===== config.mk =====
export PLATFORM = sky130hd
export DESIGN_NAME = pcm_cfg
export DESIGN_NICKNAME = d
export VERILOG_FILES = /design/src/rtl/core/pcm_pkg.sv /design/src/rtl/core/pcm_cfg.sv
export SDC_FILE = /design/constraint.sdc
export NUM_CORES = 1
export LEC_CHECK = 0
export ABC_AREA = 1
export CAP_MARGIN = 20
export CORE_MARGIN = 3
export CORE_UTILIZATION = 38
export DETAILED_ROUTE_END_ITERATION = 8
export DONT_BUFFER_PORTS = 1
export HOLD_SLACK_MARGIN = 0.08
export PLACE_DENSITY = 0.61
export RECOVER_POWER = 100
export SLEW_MARGIN = 40
export SYNTH_ARGS = -nofsm -noshare
export SYNTH_HDL_FRONTEND = slang
export SYNTH_SLANG_ARGS = --single-unit

===== constraint.sdc =====
create_clock -name clk_i -period 2.26 [get_ports clk_i]
set_input_delay 0.565 -clock clk_i [delete_from_list [all_inputs] [get_ports clk_i]]
set_output_delay 0.565 -clock clk_i [all_outputs]
set_load 0.1 [all_outputs]

===== src/rtl/core/pcm_pkg.sv =====
// Shared constants, register indexes and types of the perspective coordinate map.
`default_nettype none
package pcm_pkg;

  localparam int CoordBits    = 16;
  localparam int CoefFracBits = 32;
  localparam int RegBits      = 48;
  localparam int NumRegs      = 8;
  localparam int RegIdxBits   = $clog2(NumRegs);
  localparam int QuotBits     = 32;
  localparam int OutFrac      = QuotBits - CoordBits;
  localparam int ProdBits     = RegBits + CoordBits;
  localparam int SumBits      = ProdBits + 2;
  localparam int NumBits      = SumBits + OutFrac;
  localparam int HiBits       = NumBits - QuotBits;
  localparam int DataBits     = 64;
  localparam int AddrBits     = RegIdxBits + 3;
  localparam int AlphaBits    = 8;

  localparam logic [AlphaBits-1:0] AlphaOn = {AlphaBits{1'b1}};
  localparam logic [SumBits-1:0]   DenOne  = SumBits'(1) << CoefFracBits;
  localparam logic [RegBits-1:0]   CoefOne = RegBits'(1) << CoefFracBits;

  localparam logic [RegIdxBits-1:0] RegCoefXx  = RegIdxBits'(0);
  localparam logic [RegIdxBits-1:0] RegCoefXy  = RegIdxBits'(1);
  localparam logic [RegIdxBits-1:0] RegOffsetX = RegIdxBits'(2);
  localparam logic [RegIdxBits-1:0] RegCoefYx  = RegIdxBits'(3);
  localparam logic [RegIdxBits-1:0] RegCoefYy  = RegIdxBits'(4);
  localparam logic [RegIdxBits-1:0] RegOffsetY = RegIdxBits'(5);
  localparam logic [RegIdxBits-1:0] RegPerspX  = RegIdxBits'(6);
  localparam logic [RegIdxBits-1:0] RegPerspY  = RegIdxBits'(7);

  typedef logic [NumRegs-1:0][RegBits-1:0] cfg_t;

  typedef struct packed {
    logic                vld;
    logic                sel;
    logic                neg_x;
    logic                neg_y;
    logic                ovf_x;
    logic                ovf_y;
    logic [SumBits-1:0]  den;
    logic [SumBits-1:0]  rem_x;
    logic [SumBits-1:0]  rem_y;
    logic [QuotBits-1:0] lo_x;
    logic [QuotBits-1:0] lo_y;
  } cell_t;

endpackage
`default_nettype wire


===== src/rtl/core/pcm_cfg.sv =====
// APB register file holding the eight warp coefficients.
`default_nettype none
module pcm_cfg (
  input  wire logic                          clk_i,
  input  wire logic                          rst_ni,
  input  wire logic                          psel,
  input  wire logic                          penable,
  input  wire logic                          pwrite,
  input  wire logic [pcm_pkg::AddrBits-1:0]  paddr,
  input  wire logic [pcm_pkg::DataBits-1:0]  pwdata,
  output      logic [pcm_pkg::DataBits-1:0]  prdata,
  output      logic                          pready,
  output      pcm_pkg::cfg_t                 cfg_o
);

  pcm_pkg::cfg_t                  regs_q;
  logic [pcm_pkg::RegIdxBits-1:0] idx;

  assign idx    = paddr[pcm_pkg::AddrBits-1:3];
  assign pready = 1'b1;
  assign prdata = pcm_pkg::DataBits'(regs_q[idx]);
  assign cfg_o  = regs_q;

  always_ff @(posedge clk_i or negedge rst_ni) begin
    if (!rst_ni) begin
      regs_q                     <= '0;
      regs_q[pcm_pkg::RegCoefXx] <= pcm_pkg::CoefOne;
      regs_q[pcm_pkg::RegCoefYy] <= pcm_pkg::CoefOne;
    end else if (psel && penable && pwrite) begin
      regs_q[idx] <= pwdata[pcm_pkg::RegBits-1:0];
    end
  end

endmodule
`default_nettype wire


Word level (Yosys, flattened, before mapping)
Index checks and enable logic that the tools add are counted.
Cells by class
  order comparisons: 2
  mux-type cells: 5
  reduce and logical (&&, ||, !) cells: 3
Operators with widths (number)
  384-bit bitwise mux: 1
  48-bit binary-select mux with 3-bit select: 1
  48-bit demux with 3-bit select: 1
  48-bit two-way mux: 2
  3-bit by 4-bit < comparator with 1-bit output, second input constant: 1
  3-bit by 1-bit >= comparator with 1-bit output, second input constant: 1
  1-bit logical AND: 3
Storage, ports and cells
  flip-flop bits (word level): 384
  output and inout bits: 449
  word-level logic and storage cells: 18

Depth between registers and ports, before layout
  depth in word-level cells: 5
  depth in mapped cells: 10

Worst setup path after synthesis
Ideal clock, no wire load.
  path kind: input-to-output
  start point: in paddr[3] (netlist bit)
  end point: out prdata[10] (netlist bit)
  arrival time: 2180 ps
  slack: -485 ps
  stages on the path: 10
  path buffers: 3
  cells stage by stage: buf_2 -> inv_2 -> buf_2 -> clkbuf_1 -> nand2_1 -> nand2_1 -> nand2_1 -> nand2_1 -> nand2_1 -> nand2_1
On the way
  longest elaborated chain between the ends: 2
Ends and longest elaborated chain
  start, declared: RTL line pcm_cfg.sv:9  | input wire logic [pcm_pkg::AddrBits-1:0] paddr,
  48-bit binary-select mux with 3-bit select: RTL line pcm_cfg.sv:21  | assign prdata = pcm_pkg::DataBits'(regs_q[idx]);
  48-bit two-way mux (implied by the code): RTL line pcm_cfg.sv:21
  end, declared: RTL line pcm_cfg.sv:11  | output logic [pcm_pkg::DataBits-1:0] prdata,
Every way passes these cells. The select of a mux whose other input is x is not followed.

Worst setup path in the final report
  start point: in paddr[3] (netlist bit)
  end point: out prdata[29] (netlist bit)
Same word-level chain as after synthesis.

==> impl_metrics.tcl <==
set metrics [dict create \
    tritoncts "yes" \
    die_w_um 228.9 \
    failed_checks "negative hold slack, max-slew violations, negative setup slack" \
    cts_buffers 46 \
    ys_ff_latch 384 \
    fin_cells 3719 \
    final_area_um2 25420 \
    crit_path_max_fanout 198 \
    ys_types 20 \
    clk_latency_ns 0.57 \
    holdWs_ns -0.3096 \
    dr.pass1.iters 5 \
    max_slew.worst_pin.slew_ns 2.394 \
    min_path_type "input pin to async pin" \
    cts_root_buffer "clkbuf_16" \
    async_flop_share_pct 100.0 \
    ys_warn_count 0 \
    cap_violations 0 \
    skew_ns 0 \
    dieArea_um2 52410 \
    vias 19160 \
    critPathRequiredTime_ns 1.69 \
    vias_per_cell 5.151 \
    largest_reg_flops 384 \
    io_buffer_count 0 \
    rows 81 \
    hpwl_um 46920 \
    setup_slack_ns -0.2773 \
    synth_top_cell_by_area "dfrtp_1" \
    syn_inst 2668 \
    rsz0062_at_grt "true" \
    cts_buffer_depth 3 \
    irDropWorstVdd_mv 0.7648 \
    ios 524 \
    dpl_cell_area_um2 23310 \
    area_delta_synth_final_pct 34.62 \
    synth-edff-count 0 \
    max_freq_mhz 394.1 \
    drc 0 \
    setup_viol 48 \
    hold_viol 122 \
    start_util_pct 38.50 \
    cp-end-kind "primary output" \
    ant_nets 0 \
    core_um2 49050 \
    synth_top_area_share_pct 50.62 \
    arrival_ns 1.97 \
    htree_levels 2 \
    yosysSeqAreaShare_pct 50.90 \
    powerDensity_nw_per_um2 1336 \
    leakage_nw 13.72 \
    clock_sinks 384 \
    nNetsFinal 3097 \
    clk_pin_slew_ns 0.06 \
    path_class "input pin to primary output" \
    postCtsHoldBufs 45 \
    relSlewSlack_pct -59.63 \
    gp_congestion 0.8886 \
    synth.area.top_cells "dfrtp_1, nand2_1, o21ai_0" \
    syn_area_um2 18880 \
    seqCellArea_um2 9612 \
    outcome "finished, violations left" \
    grtUsageTotal_pct 28.88 \
    wirelength_um 77890 \
    grt_pass1_wl_um 116900 \
    cp-start-kind "input pin" \
    layout-drive-gt1-share_pct 19.52 \
    syn_avg_cell_area_um2 7.078 \
    slew_violations 239 \
    multiInputGateArea_um2 9087 \
    drt_iter0_markers 1725 \
    fin_crit_sh_pct 112.3 \
    grt_overflow 0 \
    grt_max_degree 385 \
    yosys-top-cells-count "nand2_1, dfrtp_1, o21ai_0, clkbuf_1, buf_2" \
    fillers 4649 \
    post-route-min-period_ns 2.537 \
    dp.cells 3587 \
    first_global_vias 18640 \
    synthFlopType "dfrtp_1" \
    wl_per_cell_um 20.94 \
    die_height_um 228.9 \
    synth_most_common_cell "nand2_1" \
    antenna_found_initial 1 \
]
[metal layers]
metal / wire length, um / track usage, %
met2: 35840 / 46.67
met4: 3880 / 13.02
met5: 0 / 0
met1: 31050 / 36.08
met3: 7111 / 8.126
[critical path: stages]
cell,delay [ns]
clkinv_8,0.25
buf_12,0.18
buf_12,0.16
nand2_1,0.07
nand2_1,0.06
nand2_1,0.05
nand2_1,0.06
nand2_1,0.13
nand2_8,0.21
[area by class of cell]
type / count / area share [%]
flip-flops and latches: 384 / 37.81
multi-input cells: 2047 / 35.75
repair buffers: 490 / 16.30
clock buffers: 67 / 5.434
well taps: 664 / 3.268
inverters: 53 / 0.8416
clock inverters: 13 / 0.5906
diodes: 1 / 0.009843
[kinds of logic (layout without fill, tap and decap cells)]
family,count (synthesis),in the layout,share of synthesized area (%)
buffers and inverters,252,623,5.963
DFF,384,384,50.90
and+or+nand+nor,1646,1646,32.92
AOI/OAI and AO/OA,384,384,10.18
other,2,18,0.03977
[per-stage QoR]
| stage | worst slack [ns] | power, mW | utilization, % | setup TNS (ns) |
|---|---|---|---|---|
| after CTS | 0.004831 | 34.08 | 51.56 | 0 |
| after global routing | -0.02056 | 35.18 | 51.82 | -0.08279 |
| after global placement | 0.01826 | 26.14 | 47.52 | 0 |
| after detailed placement | 0.01638 | 26.30 | 47.52 | 0 |
| after floorplan | -0.01300 | 22.82 | - | -0.5185 |
| final | -0.2773 | 33.97 | 51.83 | -10.07 |
[cells in the final DEF (no fill, tap or decap), drive strengths merged]
cell         netlist  final
bufinv             0      3
o21ai            336    336
clkinv             0      9
conb               2     17
a21oi             48     48
dfrtp            382    382
buf              115    441
nor2              62     62
diode              0      1
nand4              4      4
dfstp              2      2
clkinvlp           0      1
clkbuf            84     71
inv               53     53
nand2           1573   1573
dlygate4sd3        0     45
nand3              7      7
[worst paths after layout]
check                      startpoint    endpoint  slack, ns  depth (start not counted)
setup / recovery             paddr[3]  prdata[29]      -0.28                          9
hold / removal                 rst_ni  cfg_o[223]      -0.31                          0
min in group clk_i         pwdata[30]  cfg_o[174]       0.11                          2
setup reg to reg            cfg_o[32]   cfg_o[32]       1.17                          3
hold reg to reg            cfg_o[286]  cfg_o[286]       0.58                          2
max in group asynchronous      rst_ni  cfg_o[225]       0.68                          0
[report_power, final]
group | total [mW] | switching [mW] | internal [mW]
Sequential | 8.90 | 0.701 | 8.20
Combinational | 17.4 | 14.5 | 2.99
Clock | 7.62 | 3.06 | 4.56
Total | 34.0 | 18.2 | 15.7
[repair_timing]
action	4_1_cts	5_1_grt
pin swaps	1	12
gates cloned	0	3
setup endpoints to repair	1	33
endpoints found under the hold margin	533	384
resized for setup	0	14
setup buffers	0	3
(Power assumes the default switching activity.)
